==> config.mk <==
export PLATFORM = sky130hd
export DESIGN_NAME = wav_header_parser
export DESIGN_NICKNAME = d
export VERILOG_FILES = /design/src/hw/rtl/whp_pkg.sv /design/src/hw/rtl/whp_parse.sv /design/src/hw/rtl/whp_rbuf.sv /design/src/hw/rtl/wav_header_parser.sv
export SDC_FILE = /design/constraint.sdc
export NUM_CORES = 1
export LEC_CHECK = 0
export ABC_AREA = 1
export BUFFER_PORTS_ARGS = -buffer_cell sky130_fd_sc_hd__buf_2
export CORE_ASPECT_RATIO = 0.8
export CORE_MARGIN = 10
export CORE_UTILIZATION = 50
export CTS_BUF_LIST = sky130_fd_sc_hd__clkbuf_4 sky130_fd_sc_hd__clkbuf_8
export DETAILED_ROUTE_END_ITERATION = 6
export PLACE_DENSITY_LB_ADDON = 0.12
export SETUP_SLACK_MARGIN = 0.15
export SYNTH_ARGS = -nofsm -noshare
export SYNTH_HDL_FRONTEND = slang
export SYNTH_SLANG_ARGS = --single-unit
==> constraint.sdc <==
create_clock -name clk_i -period 5.8 [get_ports clk_i]
set_input_delay 1.16 -clock clk_i [delete_from_list [all_inputs] [get_ports clk_i]]
set_output_delay 1.16 -clock clk_i [all_outputs]
set_load 0.02 [all_outputs]
==> src/hw/rtl/whp_pkg.sv <==
`timescale 1ns / 1ps

package whp_pkg;

  // Status codes reported with every result item.
  typedef enum logic [2:0] {
    StHeader  = 3'd0,
    StPayload = 3'd1,
    StDone    = 3'd2,
    StNoRiff  = 3'd3,
    StNoWave  = 3'd4,
    StFmtSize = 3'd5,
    StNonPcm  = 3'd6,
    StNoData  = 3'd7
  } status_e;

  // Expected header words, little-endian as they appear in the shift register.
  localparam logic [31:0] TagRiff      = 32'h4646_4952;
  localparam logic [31:0] TagWave      = 32'h4556_4157;
  localparam logic [31:0] TagData      = 32'h6174_6164;
  localparam logic [31:0] FmtChunkSize = 32'd16;
  localparam logic [15:0] FmtPcm       = 16'd1;

  // Header byte offsets at which a field is complete.
  localparam logic [5:0] OffRiff     = 6'd3;
  localparam logic [5:0] OffWave     = 6'd11;
  localparam logic [5:0] OffFmtSize  = 6'd19;
  localparam logic [5:0] OffFormat   = 6'd21;
  localparam logic [5:0] OffChannels = 6'd23;
  localparam logic [5:0] OffRate     = 6'd27;
  localparam logic [5:0] OffBits     = 6'd35;
  localparam logic [5:0] OffData     = 6'd39;
  localparam logic [5:0] OffLast     = 6'd43;

  // One result item as it travels from the parser to the output buffer.
  typedef struct packed {
    logic        payload_valid;
    logic [7:0]  payload_byte;
    logic        last_payload;
    status_e     status;
    logic [15:0] channel_count;
    logic [31:0] sample_rate;
    logic [15:0] sample_bits;
    logic [31:0] data_size;
  } result_t;

endpackage

==> src/hw/rtl/whp_parse.sv <==
`timescale 1ns / 1ps

module whp_parse (
  input  logic             clk_i,
  input  logic             rst_ni,
  input  logic             fire_i,
  input  logic [7:0]       byte_i,
  input  logic             sof_i,
  output whp_pkg::result_t result_o
);
  import whp_pkg::*;

  logic [5:0]  offset_q, offset_d, offset_eff;
  logic [31:0] word_q, word_d, word_eff;
  logic [15:0] chan_q, chan_d, chan_eff;
  logic [31:0] rate_q, rate_d, rate_eff;
  logic [15:0] bits_q, bits_d, bits_eff;
  logic [31:0] size_q, size_d, size_eff;
  logic [31:0] left_q, left_d, left_eff;
  status_e     status_q, status_d, status_eff;
  logic [31:0] word_new;
  logic        pvalid;
  logic [7:0]  pbyte;
  logic        plast;

  // A start of file clears the parse state before this byte is used.
  always_comb begin
    if (sof_i) begin
      offset_eff = '0;
      word_eff   = '0;
      chan_eff   = '0;
      rate_eff   = '0;
      bits_eff   = '0;
      size_eff   = '0;
      left_eff   = '0;
      status_eff = StHeader;
    end else begin
      offset_eff = offset_q;
      word_eff   = word_q;
      chan_eff   = chan_q;
      rate_eff   = rate_q;
      bits_eff   = bits_q;
      size_eff   = size_q;
      left_eff   = left_q;
      status_eff = status_q;
    end
  end

  // Header checks and field capture, then payload pass-through.
  always_comb begin
    word_new = {byte_i, word_eff[31:8]};
    offset_d = offset_eff;
    word_d   = word_eff;
    chan_d   = chan_eff;
    rate_d   = rate_eff;
    bits_d   = bits_eff;
    size_d   = size_eff;
    left_d   = left_eff;
    status_d = status_eff;
    pvalid   = 1'b0;
    pbyte    = '0;
    plast    = 1'b0;
    unique case (status_eff)
      StHeader: begin
        word_d = word_new;
        unique case (offset_eff)
          OffRiff:     if (word_new != TagRiff) status_d = StNoRiff;
          OffWave:     if (word_new != TagWave) status_d = StNoWave;
          OffFmtSize:  if (word_new != FmtChunkSize) status_d = StFmtSize;
          OffFormat:   if (word_new[31:16] != FmtPcm) status_d = StNonPcm;
          OffChannels: chan_d = word_new[31:16];
          OffRate:     rate_d = word_new;
          OffBits:     bits_d = word_new[31:16];
          OffData:     if (word_new != TagData) status_d = StNoData;
          OffLast: begin
            size_d   = word_new;
            left_d   = word_new;
            status_d = (word_new == '0) ? StDone : StPayload;
          end
          default: ;
        endcase
        if (offset_eff < OffLast) begin
          offset_d = offset_eff + 6'd1;
        end
      end
      StPayload: begin
        pvalid = 1'b1;
        pbyte  = byte_i;
        left_d = left_eff - 32'd1;
        if (left_eff == 32'd1) begin
          plast    = 1'b1;
          status_d = StDone;
        end
      end
      default: ;
    endcase
  end

  // Control state is cleared on reset; captured fields follow it.
  always_ff @(posedge clk_i or negedge rst_ni) begin
    if (!rst_ni) begin
      offset_q <= '0;
      word_q   <= '0;
      chan_q   <= '0;
      rate_q   <= '0;
      bits_q   <= '0;
      size_q   <= '0;
      left_q   <= '0;
      status_q <= StHeader;
    end else if (fire_i) begin
      offset_q <= offset_d;
      word_q   <= word_d;
      chan_q   <= chan_d;
      rate_q   <= rate_d;
      bits_q   <= bits_d;
      size_q   <= size_d;
      left_q   <= left_d;
      status_q <= status_d;
    end
  end

  // The result item reports the state after this byte.
  always_comb begin
    result_o.payload_valid = pvalid;
    result_o.payload_byte  = pbyte;
    result_o.last_payload  = plast;
    result_o.status        = status_d;
    result_o.channel_count = chan_d;
    result_o.sample_rate   = rate_d;
    result_o.sample_bits   = bits_d;
    result_o.data_size     = size_d;
  end

endmodule

==> src/hw/rtl/whp_rbuf.sv <==
`timescale 1ns / 1ps

module whp_rbuf (
  input  logic             clk_i,
  input  logic             rst_ni,
  input  logic             push_i,
  input  whp_pkg::result_t data_i,
  output logic             space_o,
  output logic             out_valid_o,
  input  logic             out_ready_i,
  output whp_pkg::result_t data_o
);
  import whp_pkg::*;

  result_t    entry_q [2];
  logic       wr_q, rd_q;
  logic [1:0] count_q;
  logic       pop;

  // Space is taken from the registered count only, so the receiver's
  // ready never reaches the input side in the same cycle.
  assign space_o     = (count_q != 2'd2);
  assign out_valid_o = (count_q != 2'd0);
  assign pop         = out_valid_o && out_ready_i;
  assign data_o      = entry_q[rd_q];

  // Two-entry result queue.
  always_ff @(posedge clk_i or negedge rst_ni) begin
    if (!rst_ni) begin
      wr_q    <= 1'b0;
      rd_q    <= 1'b0;
      count_q <= '0;
    end else begin
      if (push_i) begin
        wr_q <= ~wr_q;
      end
      if (pop) begin
        rd_q <= ~rd_q;
      end
      count_q <= count_q + {1'b0, push_i} - {1'b0, pop};
    end
  end

  always_ff @(posedge clk_i) begin
    if (push_i) begin
      entry_q[wr_q] <= data_i;
    end
  end

endmodule

==> src/hw/rtl/wav_header_parser.sv <==
`timescale 1ns / 1ps

// WAV header parser with payload pass-through.
// The input channel (in_valid_i / in_ready_o) takes one byte of a WAV file
// per item, with start_of_file_i marking header offset zero. The output
// channel (out_valid_o / out_ready_i) returns exactly one result item per
// input item: the payload byte when it is audio data, a last flag on the
// final payload byte, the parse status and the captured header fields.
// An accepted item is held in the input register, runs through the
// parser and lands in a two-entry result queue, from which its result is
// offered. With the receiver ready the block takes one item every cycle;
// the rate is set by the single parser pass per byte.
// When the receiver stalls, the queue fills with two items and the input
// register holds a third, after which in_ready_o drops until an item is
// taken. in_ready_o is derived from registers only.
// Reset clears the queue and puts the parser at header offset zero with
// all captured fields at zero, as if a start of file had been seen.

module wav_header_parser (
  input  logic        clk_i,
  input  logic        rst_ni,
  input  logic        in_valid_i,
  output logic        in_ready_o,
  input  logic [7:0]  byte_value_i,
  input  logic        start_of_file_i,
  output logic        out_valid_o,
  input  logic        out_ready_i,
  output logic        payload_valid_o,
  output logic [7:0]  payload_byte_o,
  output logic        last_payload_o,
  output logic [2:0]  status_o,
  output logic [15:0] channel_count_o,
  output logic [31:0] sample_rate_o,
  output logic [15:0] sample_bits_o,
  output logic [31:0] data_size_o
);
  import whp_pkg::*;

  logic       s1_valid_q;
  logic [7:0] s1_byte_q;
  logic       s1_sof_q;
  logic       in_fire;
  logic       s1_fire;
  logic       buf_space;
  result_t    parse_res;
  result_t    out_res;

  assign in_ready_o = !s1_valid_q || buf_space;
  assign in_fire    = in_valid_i && in_ready_o;
  assign s1_fire    = s1_valid_q && buf_space;

  // Input register.
  always_ff @(posedge clk_i or negedge rst_ni) begin
    if (!rst_ni) begin
      s1_valid_q <= 1'b0;
    end else if (in_fire) begin
      s1_valid_q <= 1'b1;
    end else if (s1_fire) begin
      s1_valid_q <= 1'b0;
    end
  end

  always_ff @(posedge clk_i) begin
    if (in_fire) begin
      s1_byte_q <= byte_value_i;
      s1_sof_q  <= start_of_file_i;
    end
  end

  whp_parse u_parse (
    .clk_i    (clk_i),
    .rst_ni   (rst_ni),
    .fire_i   (s1_fire),
    .byte_i   (s1_byte_q),
    .sof_i    (s1_sof_q),
    .result_o (parse_res)
  );

  whp_rbuf u_rbuf (
    .clk_i       (clk_i),
    .rst_ni      (rst_ni),
    .push_i      (s1_fire),
    .data_i      (parse_res),
    .space_o     (buf_space),
    .out_valid_o (out_valid_o),
    .out_ready_i (out_ready_i),
    .data_o      (out_res)
  );

  assign payload_valid_o = out_res.payload_valid;
  assign payload_byte_o  = out_res.payload_byte;
  assign last_payload_o  = out_res.last_payload;
  assign status_o        = out_res.status;
  assign channel_count_o = out_res.channel_count;
  assign sample_rate_o   = out_res.sample_rate;
  assign sample_bits_o   = out_res.sample_bits;
  assign data_size_o     = out_res.data_size;

  // The last payload byte always leaves the parser in the done state.
  assert property (@(posedge clk_i) disable iff (!rst_ni)
    (out_valid_o && last_payload_o) |-> (payload_valid_o && status_o == StDone))
    else $error("last payload byte without done status");

  // A payload byte is only reported in the payload or done state.
  assert property (@(posedge clk_i) disable iff (!rst_ni)
    (out_valid_o && payload_valid_o) |-> (status_o == StPayload || status_o == StDone))
    else $error("payload byte reported outside payload phase");

  // Input is refused only while the input register holds an item.
  assert property (@(posedge clk_i) disable iff (!rst_ni)
    !in_ready_o |-> (s1_valid_q && out_valid_o))
    else $error("input stalled with nothing pending");

  // An item moved out of the input register is offered in the next cycle.
  assert property (@(posedge clk_i) disable iff (!rst_ni)
    s1_fire |=> out_valid_o)
    else $error("parsed item not offered at the output");

endmodule

==> results of run 1 <==
-- per-stage QoR --
stage          instances  area (um2)  utilization  hold WS, ns
2_1_floorplan       2045       18400            -        0.449
3_3_place_gp        2562       19400        0.535        0.462
3_5_place_dp        2562       19400        0.535        0.465
4_1_cts             2681       20700        0.572        0.481
5_1_grt             2681       20700        0.572        0.493
6_report            2681       20700        0.572        0.479
-- report_power, final --
| part | switching (mW) | leakage (nW) | internal [mW] |
|---|---|---|---|
| Sequential | 0.362 | 4.41 | 3.74 |
| Combinational | 2.77 | 4.40 | 0.966 |
| Clock | 1.13 | 0.710 | 1.39 |
| Total | 4.26 | 9.51 | 6.10 |
-- tightest hold or removal path: cells and delay by family, from the launching register on --
family	cells	cell delay, ns
AND/OR/NAND/NOR	2	0.10
flip-flops	1	0.34
-- registers in the layout, summed over array words and instances (netlist names), 8 cells and up --
signal / flops
u_parse.size_q: 32
u_parse.rate_q: 32
u_parse.word_q: 24
s1_byte_q: 8
u_parse.chan_q: 16
u_rbuf.entry_q: 218
u_parse.left_q: 32
u_parse.bits_q: 16
-- cell usage after synthesis (all sizes together) (4+ instances only) --
cell	instances
inv	112
nor3	21
a21oi	31
o21ai	143
nand3	124
clkbuf	65
xnor2	4
o211ai	7
nand2	848
buf	43
dfrtp	166
a31o	9
a31oi	18
o31ai	15
nand4	16
ha	6
nor2	156
edfxtp	227
-- cell families (layout without fill, tap and decap cells) --
logic type      after synthesis  in the layout
fa+ha+maj                     6              6
xor+xnor                      7              7
buf+inv                     221            377
compound gates              245            245
simple gates               1173           1173
flops                       393            393
-- per-layer routing --
| metal | vias to the layer above | global-route usage |
|---|---|---|
| met2 | 480 | 0.348 |
| met1 | 7009 | 0.308 |
| met3 | 109 | 0.0372 |
| met5 | - | 0 |
| met4 | 0 | 0.0825 |
| li1 | 6966 | - |
-- area by class of cell --
class,count,area share
clock buffers,91,0.0539
clock inverters,28,0.0106
inverters,113,0.0208
multi-input cells,1431,0.316
flip-flops and latches,393,0.530
well taps,480,0.0290
repair buffers,145,0.0392
-- worst max-delay path by stage --
stage / from / endpoint / slack (ns) / depth (start not counted)
after global placement: u_rbuf.rd_q / sample_bits_o[13] / 2.22 / 6
after detailed placement: u_rbuf.rd_q / sample_rate_o[12] / 2.12 / 6
after CTS: u_rbuf.rd_q / sample_rate_o[12] / 1.47 / 6
after floorplan: u_rbuf.count_q[1] / u_rbuf.entry_q[1][0] / 1.35 / 4
after global routing: u_rbuf.rd_q / sample_bits_o[3] / 1.27 / 6
final: u_rbuf.rd_q / sample_rate_o[12] / 1.60 / 6
==> impl_metrics.json, run 1 <==
{
  "wire_length_of_the_first_global_routing_pass_um": 79100,
  "worstPathMaxFanout": 66,
  "unrepaired_setup_endpoints_after_global_routing": "false",
  "count_of_cells_resized_by_post_cts_repair": 0,
  "cp_data_arrival_time_ns": 3.04,
  "cts_num_sinks": 393,
  "synth-seq-cells": 393,
  "required_ns": 4.64,
  "synth_edf_count": 227,
  "timing.fmax_mhz": 238,
  "hold_end": "u_parse.size_q[24]",
  "drt-met1-wl_um": 22200,
  "synth_warnings": 0,
  "post_synth_mux_area_share": 0,
  "timing.hold.worst_path_depth": 2,
  "asyncSetResetFlopFracSynth": 0.422,
  "slowest_cell_on_the_critical_path": "sky130_fd_sc_hd__dfrtp_4",
  "design.portCount": 124,
  "multi_input_comb_area_um2": 6540,
  "layout.filler_cells": 3245,
  "clockRootBuffer": "sky130_fd_sc_hd__clkbuf_8",
  "number_of_antenna_violations_at_the_first_check_in_global_routing": 0,
  "cell_area_after_synthesis_um2": 18400,
  "routability_congestion_estimate_from_global_placement": 0.913,
  "routed-wl-met3_um": 3420,
  "global_route.overflow_total": 0,
  "critical_path_class": "flip-flop to output port",
  "antennaDiodeCount": 0,
  "finalNetCount": 2169,
  "grt_max_degree": 84,
  "vdd_ir_drop_max_uv": 258,
  "floorplan.die_area_um2": 44900,
  "finalSetupViolations": 0,
  "numPortBuffers": 123,
  "drtPass1Iterations": 7,
  "dieHeight_um": 192,
  "period_minus_slack_ns": 4.20,
  "p_leak_nw": 9.51,
  "number_of_cells_produced_by_synthesis": 2045,
  "finalHoldViolations": 0,
  "holdCritStartpoint": "u_parse.size_q[24]",
  "ff_latch_area_um2": 11000,
  "largest_family_of_logic_cells_by_synthesized_area": "simple AND/OR/NAND/NOR gates",
  "layout_common_cells": "sky130_fd_sc_hd__nand2_1 (817), sky130_fd_sc_hd__edfxtp_1 (227), sky130_fd_sc_hd__dfrtp_1 (165), sky130_fd_sc_hd__nor2_1 (137)",
  "drtAntennaViolNets": 0,
  "dp_hpwl_um": 32600,
  "design.core.area_um2": 36100,
  "cp_cell_sequence": "clkinv_2, buf_4, buf_4, nand2_1, nand2_1, buf_2",
  "synth_ff_type": "sky130_fd_sc_hd__edfxtp_1",
  "totalWireLength_um": 49800,
  "drt-vias-per-instance": 5.43,
  "clk_pin_slew_worst_paths_ns": 0.06,
  "met2RoutedLength_um": 22800,
  "critPathLaunchType": "flip-flop",
  "vias_in_the_first_global_route": 14179,
  "route.vias.total": 14564,
  "cap_violations": 0,
  "timing.rr.end": "u_parse.left_q[8]",
  "ys_types": 55,
  "drive_gt1_frac": 0.157,
  "reg2reg_setup_slack_ns": 2.23,
  "drt-initial-drc-count": 1382,
  "yosys.area_share.adder": 0.00408,
  "preCtsSetupSlack_ns": 2.12,
  "synth_seq_area_share": 0.596,
  "worst_clock_skew_ns": 0.0313,
  "grtUsageTotal": 0.223,
  "cts_setup_buffers": 0,
  "powerDensity_nw_per_um2": 501,
  "cpLargestDelayFamily": "buffers and inverters",
  "timing_worst_slew_pin_value_ns": 1.05,
  "setup-tns-final_ns": 0,
  "tritoncts": "done",
  "synth_top_area_frac": 0.370,
  "synth_xor_xnor_area_share": 0.00333,
  "critPathCaptureType": "output port",
  "r2r_start": "s1_sof_q",
  "timing.final.ws_setup_ns": 1.60,
  "drc": 0,
  "cts_inserted_buffers": 66,
  "area_growth_pct": 12.4,
  "fp.dieW_um": 235,
  "floorplan.rows": 62,
  "critical_path_buf_inv_count": 4,
  "worst_skew_pair.late_latency_ns": 0.61,
  "post_detailed_route_wirelength_per_cell_um": 18.6,
  "slew-limit-headroom": 0.298,
  "status": "finished clean",
  "post_synth.cell_area_avg_um2": 9.00,
  "cts_max_level": 3,
  "ff2ff_path_depth": 13,
  "synth.area.top_cells": "sky130_fd_sc_hd__edfxtp_1 (37%), sky130_fd_sc_hd__dfrtp_1 (23%), sky130_fd_sc_hd__nand2_1 (17%), sky130_fd_sc_hd__nand3_1 (3.3%), sky130_fd_sc_hd__nor2_1 (2.8%)",
  "total_power_mw": 10.4,
  "yosys_top_cell_by_area": "sky130_fd_sc_hd__edfxtp_1",
  "synthSimpleGateAreaFrac": 0.268,
  "synth_fp_nets": 2064,
  "max-clock-path-buffers": 3,
  "commonest_non_fill_non_tap_cell_in_the_layout": "sky130_fd_sc_hd__nand2_1",
  "cts_hold_repair.buffers": 0,
  "timing_max_transition_violations_final": 0,
  "finalCritPeriodShare": 0.724,
  "synth-compound-area-share": 0.0781,
  "crit_path_max_incr_delay_ns": 0.76,
  "min_path_type": "flip-flop to flip-flop",
  "starting_utilization_of_the_core_area": 0.509,
  "highest-signal-layer": "met4"
}
Note: power is estimated with default switching activity, not from simulation.
==> run 2, diff against run 1 <==
ABC_AREA = 0   (was 1)
clock period = 3.5 ns   (was 5.8 ns; I/O delays follow)
==> run 2 against run 1 <==
Compared with the run above: global-route usage is 0.076 points higher; synthesized cell count is 22% lower; sequential cell count stayed put; cell count is 16% lower; register-to-register slack worse by 1.6 ns; area after synthesis is 2.7% lower; worst setup slack worse by 1.0 ns; first-iteration DRC count is 9.6% higher; via count is 8.6% lower; final area is 0.74% lower; largest power group unchanged.
==> impl_metrics.json, run 2 <==
{
  "status": "finished clean",
  "drive_gt1_frac": 0.249,
  "layout_common_cells": "sky130_fd_sc_hd__nand2_1 (368), sky130_fd_sc_hd__edfxtp_1 (227), sky130_fd_sc_hd__dfrtp_1 (165), sky130_fd_sc_hd__buf_2 (122), sky130_fd_sc_hd__mux2_2 (117)",
  "finalNetCount": 1741,
  "synth_seq_area_share": 0.613,
  "synth.area.top_cells": "sky130_fd_sc_hd__edfxtp_1 (38%), sky130_fd_sc_hd__dfrtp_1 (23%), sky130_fd_sc_hd__nand2_1 (7.7%), sky130_fd_sc_hd__mux2_2 (7.4%), sky130_fd_sc_hd__o21ai_0 (2.8%)",
  "layout.filler_cells": 2942,
  "drc": 0,
  "route.vias.total": 13306,
  "timing_worst_slew_pin_value_ns": 0.957,
  "numPortBuffers": 123,
  "drt-initial-drc-count": 1514,
  "ff_latch_area_um2": 11000,
  "dieHeight_um": 189,
  "starting_utilization_of_the_core_area": 0.511,
  "cts_num_sinks": 393,
  "wire_length_of_the_first_global_routing_pass_um": 77100,
  "finalHoldViolations": 0,
  "critical_path_class": "flip-flop to flip-flop",
  "timing.fmax_mhz": 344,
  "required_ns": 3.98,
  "cp_data_arrival_time_ns": 3.39,
  "synth_fp_nets": 1615,
  "critPathCaptureType": "flip-flop",
  "worst_clock_skew_ns": 0.0272,
  "number_of_antenna_violations_at_the_first_check_in_global_routing": 0,
  "floorplan.die_area_um2": 43800,
  "total_power_mw": 17.8,
  "asyncSetResetFlopFracSynth": 0.422,
  "cts_inserted_buffers": 61,
  "design.core.area_um2": 35000,
  "critPathLaunchType": "flip-flop",
  "period_minus_slack_ns": 2.91,
  "finalSetupViolations": 0,
  "synth_edf_count": 227,
  "clockRootBuffer": "sky130_fd_sc_hd__clkbuf_8",
  "number_of_cells_produced_by_synthesis": 1596,
  "min_path_type": "primary input to flip-flop",
  "synth_common_cells": "sky130_fd_sc_hd__nand2_1 (369), sky130_fd_sc_hd__edfxtp_1 (227), sky130_fd_sc_hd__dfrtp_1 (166)",
  "max-clock-path-buffers": 3,
  "grt_max_degree": 108,
  "floorplan.rows": 61,
  "powerDensity_nw_per_um2": 868,
  "synth_top_area_frac": 0.381,
  "worst_skew_pair.late_latency_ns": 0.63,
  "cell_area_after_synthesis_um2": 17900,
  "commonest_non_fill_non_tap_cell_in_the_layout": "sky130_fd_sc_hd__nand2_1",
  "post_synth.cell_area_avg_um2": 11.2,
  "setup-tns-final_ns": 0,
  "timing_max_transition_violations_final": 0,
  "post_detailed_route_wirelength_per_cell_um": 21.9,
  "finalCritPeriodShare": 0.831,
  "vdd_ir_drop_max_uv": 588,
  "clk_pin_slew_worst_paths_ns": 0.06,
  "fp.dieW_um": 232,
  "totalWireLength_um": 49300,
  "area_growth_pct": 14.7,
  "synth.most_common_cell": "sky130_fd_sc_hd__nand2_1",
  "slew-limit-headroom": 0.358,
  "design.portCount": 124,
  "tritoncts": "done",
  "top_register": "u_rbuf.entry_q",
  "multi_input_comb_area_um2": 6470,
  "global_route.overflow_total": 0,
  "drtAntennaViolNets": 0,
  "max_ffs_per_register": 218,
  "unrepaired_setup_endpoints_after_global_routing": "false",
  "synth-seq-cells": 393,
  "cts_max_level": 2,
  "drtPass1Iterations": 5,
  "routability_congestion_estimate_from_global_placement": 0.921,
  "antennaDiodeCount": 0,
  "grtUsageTotal": 0.223,
  "drt-vias-per-instance": 5.92,
  "cap_violations": 0,
  "vias_in_the_first_global_route": 13029,
  "dp_hpwl_um": 31400,
  "yosys_top_cell_by_area": "sky130_fd_sc_hd__edfxtp_1",
  "worstPathMaxFanout": 20,
  "p_leak_nw": 8.26,
  "synth_ff_type": "sky130_fd_sc_hd__edfxtp_1",
  "synth_warnings": 0,
  "ys_types": 78
}
==> run 2: worst paths after layout <==
check,from,to,slack (ns),cells past startpoint
max in group asynchronous,rst_ni,u_rbuf.rd_q,2.01,3
min in group asynchronous,rst_ni,u_parse.size_q[7],0.52,2
worst min-delay path,byte_value_i[0],s1_byte_q[0],0.26,1
worst max-delay path,u_parse.status_q[0],u_parse.rate_q[1],0.59,8
worst max register to register,u_parse.status_q[0],u_parse.rate_q[1],0.59,8
worst min register to register,u_parse.size_q[6],u_parse.size_q[6],0.47,2
==> run 2: through the flow <==
step | hold slack (ns) | instance area [um2] | instances | worst slack, ns | utilization
floorplan | 0.404 | 17900 | 1596 | 0.184 | -
global placement | 0.457 | 19200 | 2130 | 0.749 | 0.548
CTS | 0.206 | 20500 | 2247 | 0.535 | 0.586
detailed placement | 0.462 | 19200 | 2130 | 0.624 | 0.548
global route | 0.221 | 20500 | 2247 | 0.360 | 0.586
finish | 0.256 | 20500 | 2247 | 0.590 | 0.586
==> run 2: what timing repair did <==
item,4_1_cts,5_1_grt
buffers inserted,0,0
hold buffers,1,0
resized for setup,0,0
endpoints found under the hold margin,27,0
==> run 2: metal layers <==
layer  up-vias  wire length, um  share of wire  track usage
li1       6050                -              -            -
met1      6656            21300           0.43        0.308
met2       519            23200           0.47        0.350
met3        81             3830          0.078       0.0501
met4         0              928          0.019       0.0600
met5         -                0              0            0
==> run 2: worst max-delay path: stages, from the launching register on <==
cell	delay, ns
sky130_fd_sc_hd__dfrtp_1	0.46
sky130_fd_sc_hd__nor3_2	0.37
sky130_fd_sc_hd__nor2_1	0.12
sky130_fd_sc_hd__buf_4	0.22
sky130_fd_sc_hd__or4b_1	0.82
sky130_fd_sc_hd__buf_4	0.35
sky130_fd_sc_hd__nand2_1	0.11
sky130_fd_sc_hd__a21boi_0	0.19
sky130_fd_sc_hd__o21ai_0	0.12
==> run 2: logic make-up after synthesis <==
family / share of synthesized area
AO/OA/AOI/OAI: 0.122
XOR/XNOR: 0.00391
adder cells (fa/ha/maj): 0.00419
buffers and inverters: 0.0279
flip-flops: 0.613
multiplexers: 0.0786
AND/OR/NAND/NOR: 0.150
==> run 2: area by class of cell <==
cell class,instances,share of cell area
Clock buffer,106,0.0616
Clock inverter,10,0.00347
Inverter,9,0.00165
Multi-Input combinational cell,1075,0.315
Sequential cell,393,0.534
Tap cell,472,0.0288
Timing Repair Buffer,182,0.0550
==> run 2: where the power goes <==
group | switching (mW) | total [mW] | internal [mW]
clock | 1.77 | 4.10 | 2.33
sequential | 0.813 | 7.07 | 6.25
combinational | 4.33 | 6.66 | 2.33
==> run 3, diff against run 2 <==
clock period = 2.4 ns   (was 3.5 ns; I/O delays follow)
==> run 3 against run 2 <==
Compared with the run above: the run now ends with setup timing left; non-clock buffer count grew 209; maximum frequency increased by 16%; wire length increased by 19%; combinational power increased by 130%; critical path depth is 2 higher; core utilization grew 14 points; final area grew 25%; clock-buffer cell count shrank 4; sequential share of layout area shrank 11 points; hold slack worse by 0.22 ns; global-route usage up 2.8 points; total power increased by 76%.
==> impl_metrics.json, run 3 (synthesized netlist as in run 2, its figures left out) <==
{
  "status": "finished with violations",
  "failing_checks": "setup timing",
  "drtPass1Iterations": 5,
  "route.vias.total": 14785,
  "startpoint": "s1_sof_q",
  "critPathCaptureType": "flip-flop",
  "grt_max_degree": 73,
  "finalHoldViolations": 0,
  "cts_num_sinks": 393,
  "max_ffs_per_register": 218,
  "dieHeight_um": 189,
  "layout_common_cells": "sky130_fd_sc_hd__nand2_1 (264), sky130_fd_sc_hd__edfxtp_1 (227), sky130_fd_sc_hd__buf_4 (183), sky130_fd_sc_hd__dfrtp_1 (165), sky130_fd_sc_hd__buf_6 (127)",
  "drt-vias-per-instance": 6.02,
  "floorplan.rows": 61,
  "p_leak_nw": 10.5,
  "finalSetupViolations": 167,
  "cell_total_after_placement": 2259,
  "ff2ff_path_depth": 10,
  "grtUsageTotal": 0.251,
  "worst_clock_skew_ns": 0.0201,
  "worstPathMaxFanout": 6,
  "number_of_antenna_violations_at_the_first_check_in_global_routing": 0,
  "r2r_start": "s1_sof_q",
  "vdd_ir_drop_max_uv": 730,
  "drc": 0,
  "min_path_type": "primary input to flip-flop",
  "routability_congestion_estimate_from_global_placement": 0.983,
  "area_growth_pct": 42.9,
  "net-switching-power_mw": 12.1,
  "fp.dieW_um": 232,
  "drtAntennaViolNets": 0,
  "critical_path_class": "flip-flop to flip-flop",
  "clock_power_share": 0.190,
  "critical_path_buf_inv_count": 2,
  "fin_area_um2": 25600,
  "hold-worst-slack_ns": 0.0361,
  "layout.filler_cells": 2291,
  "power.share.sequential": 0.320,
  "totalWireLength_um": 58600,
  "clockRootBuffer": "sky130_fd_sc_hd__clkbuf_8",
  "reg2reg_setup_slack_ns": -0.11,
  "holdCritStartpoint": "byte_value_i[0]",
  "period_minus_slack_ns": 2.51,
  "power.switching_fraction": 0.385,
  "critPathLaunchType": "flip-flop",
  "fin_cells": 2455,
  "global_route.overflow_total": 0,
  "cp_cell_sequence": "nor2b_2, ha_4, nand2b_4, nand3b_1, or4b_4, buf_12, clkbuf_16, nand2_4, a21boi_2, o21ai_1",
  "timing.hold.worst_path_depth": 1,
  "slew-limit-headroom": 0.470,
  "antennaDiodeCount": 0,
  "share_comb_of_total_power": 0.490,
  "cp_data_arrival_time_ns": 3.00,
  "cap_violations": 0,
  "cpLargestDelayFamily": "simple AND/OR/NAND/NOR gates",
  "cts_inserted_buffers": 60,
  "clk_pin_slew_worst_paths_ns": 0.06,
  "powerDensity_nw_per_um2": 1230,
  "wire_length_of_the_first_global_routing_pass_um": 86400,
  "timing.final.ws_setup_ns": -0.111,
  "max-clock-path-buffers": 3,
  "multi_input_comb_area_um2": 8410,
  "numPortBuffers": 123,
  "cellInternalPower_mw": 19.3,
  "cp_num_cells": 10,
  "post_detailed_route_wirelength_per_cell_um": 23.9,
  "cts_max_level": 2,
  "design.portCount": 124,
  "slowest_cell_on_the_critical_path": "sky130_fd_sc_hd__or4b_4",
  "hold_end": "s1_byte_q[0]",
  "commonest_non_fill_non_tap_cell_in_the_layout": "sky130_fd_sc_hd__nand2_1",
  "unrepaired_setup_endpoints_after_global_routing": "true",
  "timing_worst_slew_pin_value_ns": 0.794,
  "dp_hpwl_um": 34600,
  "design.core.area_um2": 35000,
  "starting_utilization_of_the_core_area": 0.511,
  "required_ns": 2.89,
  "vias_in_the_first_global_route": 14510,
  "worst_skew_pair.late_latency_ns": 0.64,
  "drive_gt1_frac": 0.459,
  "finish.utilization": 0.730,
  "timing_max_transition_violations_final": 0,
  "timing.fmax_mhz": 398,
  "floorplan.die_area_um2": 43800,
  "placed_area_um2": 21100,
  "top_register": "u_rbuf.entry_q",
  "ff_latch_area_um2": 11000,
  "tritoncts": "done",
  "finalCritPeriodShare": 1.05,
  "drt-initial-drc-count": 1346,
  "finalNetCount": 1951,
  "crit_path_max_incr_delay_ns": 0.55,
  "timing.rr.end": "u_parse.rate_q[16]"
}
==> run 3: final cells by class <==
| class | instances | share of cell area |
|---|---|---|
| Clock buffer | 102 | 0.0480 |
| Clock inverter | 11 | 0.00333 |
| Inverter | 9 | 0.00142 |
| Multi-Input combinational cell | 1077 | 0.329 |
| Sequential cell | 393 | 0.429 |
| Tap cell | 472 | 0.0231 |
| Timing Repair Buffer | 391 | 0.166 |
==> run 3: through the flow <==
step | total power, mW | setup slack (ns) | TNS (ns)
3_3_place_gp | 21.6 | -0.0928 | -2.09
4_1_cts | 28.5 | -0.0842 | -7.34
2_1_floorplan | 16.8 | -0.620 | -159.42
3_5_place_dp | 21.7 | -0.145 | -16.20
5_1_grt | 32.8 | -0.166 | -17.86
6_report | 31.4 | -0.111 | -7.60
==> run 3: power by group through the flow <==
stage / Clock [mW] / Combinational, mW / Sequential (mW)
3_3_place_gp: 0 / 11.6 / 9.98
2_1_floorplan: 0 / 6.88 / 9.94
4_1_cts: 6.06 / 12.5 / 9.99
5_1_grt: 6.38 / 16.2 / 10.2
3_5_place_dp: 0 / 11.7 / 10.0
6_report: 5.98 / 15.4 / 10.1
==> run 3: timing repair <==
| item | 4_1_cts | 5_1_grt |
|---|---|---|
| resized for setup | 173 | 352 |
| endpoints found under the setup margin | 431 | 455 |
| hold endpoints to repair | 42 | 1 |
| hold buffers | 5 | 1 |
| cloned | 13 | 16 |
| buffers inserted | 33 | 15 |
| pin swaps | 71 | 60 |
==> run 3: worst max-delay path by stage <==
stage	to
floorplan	u_rbuf.entry_q[0][0]
global placement	u_rbuf.entry_q[0][97]
detailed placement	u_parse.rate_q[21]
CTS	payload_byte_o[6]
global route	u_parse.rate_q[17]
finish	u_parse.rate_q[16]
==> run 3: per-layer routing <==
layer / GRT usage / part of all wire / up-vias
li1: - / - / 6495
met1: 0.345 / 0.43 / 7535
met2: 0.397 / 0.47 / 651
met3: 0.0542 / 0.082 / 104
met4: 0.0657 / 0.019 / 0
met5: 0 / 0 / -
